### src/rtl/ftag_div_pipe.sv
// Unsigned restoring divider, one quotient bit per stage.
module ftag_div_pipe #(
  parameter int NW = 8,
  parameter int DW = 8,
  parameter int PW = 1
) (
  input  logic          clk,
  input  logic          rst_n,
  input  logic          adv,
  input  logic          in_vld,
  input  logic [NW-1:0] dividend,
  input  logic [DW-1:0] divisor,
  input  logic [PW-1:0] side_in,
  output logic          out_vld,
  output logic [NW-1:0] quotient,
  output logic [DW-1:0] remainder,
  output logic [PW-1:0] side_out
);

  logic [NW-1:0] vld_r;
  logic [NW-1:0] num_r  [NW];
  logic [DW-1:0] rem_r  [NW];
  logic [DW-1:0] dvs_r  [NW];
  logic [PW-1:0] side_r [NW];

  logic [NW-1:0] src_num  [NW];
  logic [DW-1:0] src_rem  [NW];
  logic [DW-1:0] src_dvs  [NW];
  logic [PW-1:0] src_side [NW];
  logic [DW:0]   part     [NW];
  logic [NW-1:0] fits;
  logic [NW-1:0] num_nxt  [NW];
  logic [DW-1:0] rem_nxt  [NW];

  always_comb begin
    src_num[0]  = dividend;
    src_rem[0]  = '0;
    src_dvs[0]  = divisor;
    src_side[0] = side_in;
    for (int s = 1; s < NW; s++) begin
      src_num[s]  = num_r[s-1];
      src_rem[s]  = rem_r[s-1];
      src_dvs[s]  = dvs_r[s-1];
      src_side[s] = side_r[s-1];
    end
    for (int s = 0; s < NW; s++) begin
      part[s]    = {src_rem[s], src_num[s][NW-1]};
      fits[s]    = part[s] >= {1'b0, src_dvs[s]};
      rem_nxt[s] = fits[s] ? DW'(part[s] - {1'b0, src_dvs[s]}) : part[s][DW-1:0];
      num_nxt[s] = {src_num[s][NW-2:0], fits[s]};
    end
  end

  always_ff @(posedge clk) begin
    if (!rst_n) begin
      vld_r <= '0;
    end else if (adv) begin
      vld_r <= {vld_r[NW-2:0], in_vld};
    end
  end

  always_ff @(posedge clk) begin
    if (adv) begin
      for (int s = 0; s < NW; s++) begin
        num_r[s]  <= num_nxt[s];
        rem_r[s]  <= rem_nxt[s];
        dvs_r[s]  <= src_dvs[s];
        side_r[s] <= src_side[s];
      end
    end
  end

  assign out_vld   = vld_r[NW-1];
  assign quotient  = num_r[NW-1];
  assign remainder = rem_r[NW-1];
  assign side_out  = side_r[NW-1];

endmodule

### config.mk
export PLATFORM = sky130hd
export DESIGN_NAME = ftag_div_pipe
export DESIGN_NICKNAME = d
export VERILOG_FILES = /design/src/rtl/ftag_div_pipe.sv
export SDC_FILE = /design/constraint.sdc
export NUM_CORES = 1
export LEC_CHECK = 0
export BUFFER_PORTS_ARGS = -buffer_cell sky130_fd_sc_hd__buf_2
export CORE_ASPECT_RATIO = 1.4
export CORE_MARGIN = 4
export CORE_UTILIZATION = 45
export DETAILED_ROUTE_END_ITERATION = 10
export PLACE_DENSITY_LB_ADDON = 0.05
export SLEW_MARGIN = 20
export SYNTH_ARGS = -nofsm -noshare
export SYNTH_HDL_FRONTEND = slang
export SYNTH_SLANG_ARGS = --single-unit
### constraint.sdc
create_clock -name clk -period 2.6 [get_ports clk]
set_clock_uncertainty 0.2 [all_clocks]
set_input_delay 0.13 -clock clk [delete_from_list [all_inputs] [get_ports clk]]
set_output_delay 0.13 -clock clk [all_outputs]
set_load 0.03 [all_outputs]
==> results of run 1 <==
==> path summary, 6_finish.rpt <==
path,from,end,slack [ps],cells past startpoint
worst max register to register,dvs_r[5][0]$_DFFE_PP_,rem_r[1][22]$_DFFE_PP_,60,7
worst max-delay path,dvs_r[5][0]$_DFFE_PP_,rem_r[1][22]$_DFFE_PP_,60,7
worst min-delay path,dividend[6],num_r[0][7]$_DFFE_PP_,200,2
worst min register to register,num_r[1][21]$_DFFE_PP_,num_r[1][30]$_DFFE_PP_,220,0
==> metrics by stage <==
step,TNS (ps),utilization [%],cell area [µm²]
after floorplan,0,-,9620
after global placement,0,48.1,10200
after detailed placement,-7.10,48.1,10200
after CTS,0,52.1,11000
after global routing,-10.5,52.2,11000
final,0,52.2,11000
==> metal layers <==
layer	vias up	global-route usage (%)	wire, µm
li1	2801	-	-
met1	2702	13.4	5940
met2	52	32.2	10900
met3	29	3.01	303
met4	0	6.56	417
met5	-	0	0
==> flip-flops by register name, summed over array words and instances, names as in the netlist <==
| signal | count |
|---|---|
| num_r | 64 |
| vld_r | 8 |
| side_r | 8 |
| rem_r | 64 |
| dvs_r | 56 |
==> area by class of cell <==
class | count | area, µm² | area share [%]
clock buffer | 17 | 425 | 3.85
clock inverter | 15 | 176 | 1.60
sequential | 200 | 5930 | 53.7
timing repair buffer | 76 | 574 | 5.20
tap | 260 | 325 | 2.95
multi-input combinational | 427 | 3300 | 29.9
inverter | 83 | 312 | 2.82
==> placed cells by master (no fill, tap or decap), types with 7 or more instances in the layout <==
cell             n
edfxtp_1       192
inv_1           83
ha_1            56
nand2_1         52
o21ai_0         46
buf_2           37
a21oi_1         31
nor2b_1         23
nor2_1          23
dlygate4sd3_1   21
clkbuf_16       17
xnor2_1         14
mux2_2          14
mux2i_1         14
buf_4           14
o21a_1          12
nand2b_1        12
nor3b_1          9
o31ai_1          8
dfxtp_1          8
xor2_1           7
nand4_1          7
a21boi_0         7
==> power groups by stage <==
stage | clock network, mW | registers [mW] | logic (mW)
2_1_floorplan | 0 | 4.55 | 2.21
3_3_place_gp | 0 | 4.54 | 2.97
3_5_place_dp | 0 | 4.54 | 3.02
4_1_cts | 2.77 | 4.47 | 3.11
5_1_grt | 2.91 | 4.51 | 3.44
6_report | 2.69 | 4.46 | 3.10
==> logic make-up (layout without fill, tap and decap cells) <==
| group | Yosys count | count (layout) |
|---|---|---|
| buffers and inverters | 96 | 191 |
| XOR/XNOR | 21 | 21 |
| AND/OR/NAND/NOR | 161 | 161 |
| flip-flops | 200 | 200 |
| AO/OA/AOI/OAI | 151 | 151 |
| multiplexers | 29 | 29 |
| adder cells (fa/ha/maj) | 65 | 65 |
==> what timing repair did <==
item                                    CTS  global route
endpoints found under the hold margin    34             0
hold buffers                             21             0
setup buffers                             3             3
pin swaps                                 0             2
gates resized for setup                   2             3
endpoints found under the setup margin    9            10
==> results.ini, run 1 <==
[place]
port-buffer-count = 38
dp_slack_ps = -3.56
gp_congestion = 0.862
dp.cells = 1019
dp_hpwl_um = 13000

[logic_synthesis]
synthAdderAreaFrac_pct = 9.00
synth_simple_gate_area_share_pct = 8.74
synthCells = 723
synth_compound_area_share_pct = 11.2
yosys-mux-area-fraction_pct = 3.25
syn_area_mm2 = 0.00962
async_flop_share_pct = 0
avgSynthCellArea_um2 = 13.3
synth_ff_type = edfxtp_1
synth_area_leader_cell = edfxtp_1
synthTopCellsByArea = edfxtp_1, ha_1, inv_1, o21ai_0, nand2_1
synth-xor-area-share_pct = 1.91
synth_enable_flop_cells = 192
synth-seq-area-share_pct = 61.6
synth_top_area_share_pct = 59.9
ys_ff_latch = 200
synth_top_family_by_area = compound AO/OA/AOI/OAI gates
syn_nets = 809
ys_top_cells_by_count = edfxtp_1, inv_1, ha_1, nand2_1, o21ai_0
synth_warnings = 0
ys_types = 47
synth_most_common_cell = edfxtp_1

[finish]
area_growth_syn_to_layout_pct = 14.7
fin_nets = 891
final_cells = 1078
n_fill_cell = 1839
layout-drive-gt1-share_pct = 14.9
antenna_cells = 0

[clock_tree]
clk_latency_ps = 440
clk_pin_slew_ps = 70
cts_max_level = 4
cts-root-buf = clkbuf_16
tritoncts = done
cts.sinks = 200
cts_buffers = 17
cts.path.max_buffers = 2

[route]
drc_errors = 0
antenna_left = 0
first_iter_violations = 230
vias_per_cell = 5.18
wl_per_cell_um = 16.3
totalWireLength_um = 17600
firstDrtPassIters = 4
num_vias = 5584

[power]
p_switching_mw = 3.11
power_leakage_nw = 4.31
seq_power_share_pct = 43.5
clkPwrFrac_pct = 26.3
p_total_mw = 10.2
peakVddDrop_v = 0.000461
p_int_mw = 7.14
p_per_area_mw_per_mm2 = 929
comb_power_share_pct = 30.3
p_sw_share_pct = 30.3

[sta]
hold_viol = 0
tightest_slew_ps = 533
max_freq_ghz = 0.394
setup_ws_ps = 61.4
slew_violations = 0
slew_headroom_pct = 64.1
hold_slack_ps = 203
setup_viol = 0
min_period_ps = 2540
period_share_pct = 97.6

[grt]
grt_max_degree = 55
grt_pass1_wl_um = 28100
grt_antenna_before_repair = 0
grt-ovfl-total = 0
grt_pass1_vias = 5804
grt_usage_pct = 15.2

[critical_path]
cpPeakStageDelay_ps = 430
criticalPathCategory = flop to flop
crit_required_ps = 2590
end_kind = flop
cp.arrival_ps = 2530
cp.buffers_inverters = 0
cp-start-kind = flop
slowest_stage = fa_1
cp_max_fo = 3
crit_family = adder cells
path_cells = ha_1 > fa_1 > nor2b_2 > o31a_1 > nor4_1 > a311o_1 > mux2_4

[status]
status = completed

[job]
cap_violations = 0

[floorplanning]
die_h_um = 181
start_util_pct = 45.6
num_rows = 63
die_w_um = 132
coreArea_mm2 = 0.0211
die_area_mm2 = 0.0238
io_pins = 39

[min_path]
hp-class = input pin to flop

No activity file was read; power rests on OpenSTA's default activity.
==> run 2, diff against run 1 <==
Settings changed: CORE_UTILIZATION 45 to 53.
==> run 2 against run 1 <==
Against the previous run: first-iteration DRC count rose by 37%; setup slack improved by 35 ps; die area fell by 14%; combinational power barely moved; clock-buffer cell count rose by 2; fmax rose by 1.4%; power fell by 2.0%; non-clock buffer count fell by 2; largest power group unchanged; hold slack got worse by 190 ps; cell count fell by 2.0%; flip-flop and latch count did not move; critical path type unchanged.
==> results.ini, run 2 (synthesis results as in run 1) <==
[critical_path]
crit_required_ps = 2590
slowest_stage = edfxtp_1
cp.buffers_inverters = 0
criticalPathCategory = flop to flop
crit_family = adder cells
cp-start-kind = flop
end_kind = flop
cp.arrival_ps = 2490
path_cells = ha_1 > fa_2 > nor2b_2 > o31a_1 > nor4_1 > a311o_1 > mux2_4
cpPeakStageDelay_ps = 450
cp_max_fo = 3

[sta]
max_freq_ghz = 0.399
period_share_pct = 96.3
setup_viol = 0
hold_slack_ps = 8.33
hold_viol = 0
slew_violations = 0
min_period_ps = 2500
tightest_slew_ps = 633
setup_ws_ps = 96.4
slew_headroom_pct = 57.3
tns_ps = 0

[power]
peakVddDrop_v = 0.000381
clkPwrFrac_pct = 24.9
p_int_mw = 6.90
power_leakage_nw = 4.29
comb_power_share_pct = 30.9
p_per_area_mw_per_mm2 = 919
seq_power_share_pct = 44.3
p_sw_share_pct = 31.3
p_switching_mw = 3.15

[clock_tree]
cts-root-buf = clkbuf_16
cts.path.max_buffers = 2
cts_buffers = 17
clk_pin_slew_ps = 80
tritoncts = done
cts.sinks = 200
clk_latency_ps = 430
cts_max_level = 4

[finish]
fin_nets = 889
layout_common_cells = edfxtp_1, inv_1, ha_1
final_common_cell = edfxtp_1
area_growth_syn_to_layout_pct = 13.6
finalInstanceArea_mm2 = 0.0109
reg_top3 = num_r x64, rem_r x64, dvs_r x56
final_cells = 1056
antenna_cells = 0
layout-drive-gt1-share_pct = 14.8

[grt]
grt_pass1_wl_um = 28000
grt_pass1_vias = 5968
grt_max_degree = 52
grt_antenna_before_repair = 0
grt-ovfl-total = 0
grt_usage_pct = 17.8

[floorplanning]
die_w_um = 122
num_rows = 58
coreArea_mm2 = 0.0179
start_util_pct = 53.7
die_area_mm2 = 0.0204
die_h_um = 167
io_pins = 39

[route]
firstDrtPassIters = 4
totalWireLength_um = 16900
vias_per_cell = 5.36
wl_per_cell_um = 16.0
drc_errors = 0
antenna_left = 0
first_iter_violations = 315
num_vias = 5655

[status]
status = completed

[place]
dp.cells = 997
dp_hpwl_um = 12400
dp_slack_ps = 31.8
dpl_cell_area_mm2 = 0.0101
gp_congestion = 0.895
port-buffer-count = 38

[job]
cap_violations = 0

[min_path]
hp-class = input pin to flop

## run 2: power by group through the flow
| stage | clock network (mW) | registers, mW | logic, mW |
|---|---|---|---|
| 3_3_place_gp | 0 | 4.51 | 2.87 |
| 4_1_cts | 2.56 | 4.46 | 3.01 |
| 6_report | 2.50 | 4.45 | 3.10 |
| 2_1_floorplan | 0 | 4.55 | 2.21 |
| 3_5_place_dp | 0 | 4.53 | 2.98 |
| 5_1_grt | 2.70 | 4.51 | 3.44 |
## run 2: layout make-up
class | count | area [µm²]
clock buffer | 19 | 443
clock inverter | 13 | 111
fill | 1432 | 6990
inverter | 83 | 312
multi-input combinational | 427 | 3290
sequential | 200 | 5930
tap | 240 | 300
timing repair buffer | 74 | 557
## run 2: final timing paths
check / startpoint / to / slack, ps / depth (start not counted)
worst max-delay path: dvs_r[5][0]$_DFFE_PP_ / rem_r[1][22]$_DFFE_PP_ / 100 / 7
worst min-delay path: adv / side_r[0][0]$_DFFE_PP_ / 8 / 1
worst max register to register: dvs_r[5][0]$_DFFE_PP_ / rem_r[1][22]$_DFFE_PP_ / 100 / 7
worst min register to register: num_r[0][24]$_DFFE_PP_ / num_r[1][1]$_DFFE_PP_ / 220 / 0
## run 2: routing by layer
metal | wire length, µm | track usage, % | share of wire, %
met1 | 5680 | 16.1 | 34
met2 | 10100 | 35.8 | 60
met3 | 370 | 3.65 | 2.2
met4 | 689 | 8.78 | 4.1
met5 | 0 | 0 | 0
## run 2: metrics by stage
| stage | power [mW] | utilization [%] |
|---|---|---|
| 4_1_cts | 10.0 | 60.7 |
| 3_3_place_gp | 7.39 | 56.5 |
| 6_report | 10.0 | 61.0 |
| 3_5_place_dp | 7.51 | 56.5 |
| 5_1_grt | 10.6 | 61.0 |
| 2_1_floorplan | 6.76 | - |
## run 2: what timing repair did
action                                 4_1_cts  5_1_grt
hold buffers                                20        0
setup endpoints to repair                    0       16
endpoints found under the hold margin       29        0
gates resized for setup                      0        4
buffers inserted                             0        7
==> run 3, diff against run 2 <==
Settings changed: RECOVER_POWER set to 25.
==> run 3 against run 2 <==
Against the previous run: clock-buffer cell count is the same; flip-flop and latch count is the same; register-to-register slack about the same; sequential power is essentially flat; combinational power about the same.
==> results.ini, run 3 (synthesis results as in run 1) <==
[route]
totalWireLength_um = 16900
wl_per_cell_um = 16.0
firstDrtPassIters = 4
first_iter_violations = 330
antenna_left = 0
drc_errors = 0
num_vias = 5645
vias_per_cell = 5.35

[job]
cap_violations = 0

[sta]
max_freq_ghz = 0.399
hold_viol = 0
setup_viol = 0
slew_headroom_pct = 10.8
tightest_slew_ps = 1340
slew_violations = 0
tns_ps = 0
hold_slack_ps = 202
min_period_ps = 2510
period_share_pct = 96.5

[grt]
grt_usage_pct = 17.8
grt_antenna_before_repair = 0
grt-ovfl-total = 0
grt_pass1_wl_um = 28000
grt_max_degree = 52
grt_pass1_vias = 5968

[floorplanning]
io_pins = 39
die_h_um = 167
die_area_mm2 = 0.0204
die_w_um = 122
coreArea_mm2 = 0.0179
start_util_pct = 53.7
num_rows = 58

[finish]
area_growth_syn_to_layout_pct = 13.4
layout-drive-gt1-share_pct = 14.0
final_common_cell = edfxtp_1
regArea_mm2 = 0.00593
final_cells = 1056
layout_common_cells = edfxtp_1, inv_1, ha_1
n_fill_cell = 1438
fin_nets = 889
antenna_cells = 0
reg_top3 = num_r x64, rem_r x64, dvs_r x56
multi_input_area_mm2 = 0.00329

[critical_path]
cp-start-kind = flop
end_kind = flop
criticalPathCategory = flop to flop
cp_max_fo = 3
crit_required_ps = 2590
cp.arrival_ps = 2500

[power]
peakVddDrop_v = 0.000381
p_total_mw = 10.0
p_per_area_mw_per_mm2 = 920
power_leakage_nw = 4.27

[clock_tree]
clk_pin_slew_ps = 80
cts-root-buf = clkbuf_16
cts.sinks = 200
clk_latency_ps = 430
cts.path.max_buffers = 2
cts_max_level = 4
cts_buffers = 17
tritoncts = done

[min_path]
hp-class = input pin to flop

[place]
gp_congestion = 0.895
dp.cells = 997
dp_hpwl_um = 12400
port-buffer-count = 38

[status]
status = completed

[run 3: worst max-delay path, stage by stage (launching register included)]
cell	delay [ps]
edfxtp_1	450
ha_1	250
fa_2	370
nor2b_2	140
o31a_1	210
nor4_1	60
a311o_1	310
mux2_4	280
[run 3: repair_timing]
item	in CTS	in global routing
buffers inserted	0	7
hold buffers	20	0
hold endpoints to repair	29	0
setup endpoints to repair	0	16
gates resized for setup	0	4
[run 3: per-layer routing]
metal,wire (µm),GRT usage (%),up-vias,share of wire (%)
met4,689,8.78,0,4.1
li1,-,-,2792,-
met1,5710,16.1,2734,34
met2,10100,35.8,78,60
met3,358,3.65,41,2.1
met5,0,0,-,0
[run 3: stage by stage]
step,worst slack [ps],instance area [µm²],utilization (%)
2_1_floorplan,275,9620,-
3_3_place_gp,80.1,10100,56.5
3_5_place_dp,31.8,10100,56.5
4_1_cts,18.5,10900,60.7
5_1_grt,-14.7,10900,60.9
6_report,90.7,10900,60.9
[run 3: layout make-up]
class | instances | area share [%]
flip-flops and latches | 200 | 54.3
inverters | 83 | 2.85
well taps | 240 | 2.75
repair buffers | 74 | 4.94
clock inverters | 13 | 1.02
multi-input cells | 427 | 30.1
clock buffers | 19 | 4.06
[run 3: worst paths after layout]
| kind | from | end | depth (start not counted) | slack [ps] |
|---|---|---|---|---|
| max | dvs_r[5][0]$_DFFE_PP_ | rem_r[1][22]$_DFFE_PP_ | 7 | 90 |
| min | dividend[0] | num_r[0][1]$_DFFE_PP_ | 2 | 200 |
| max reg2reg | dvs_r[5][0]$_DFFE_PP_ | rem_r[1][22]$_DFFE_PP_ | 7 | 90 |
| min reg2reg | num_r[0][24]$_DFFE_PP_ | num_r[1][1]$_DFFE_PP_ | 0 | 220 |
[run 3: power by group]
part,switching [mW],internal (mW),leakage (nW)
Clock,1.21,1.28,0.279
Combinational,1.70,1.40,2.06
Sequential,0.232,4.22,1.93
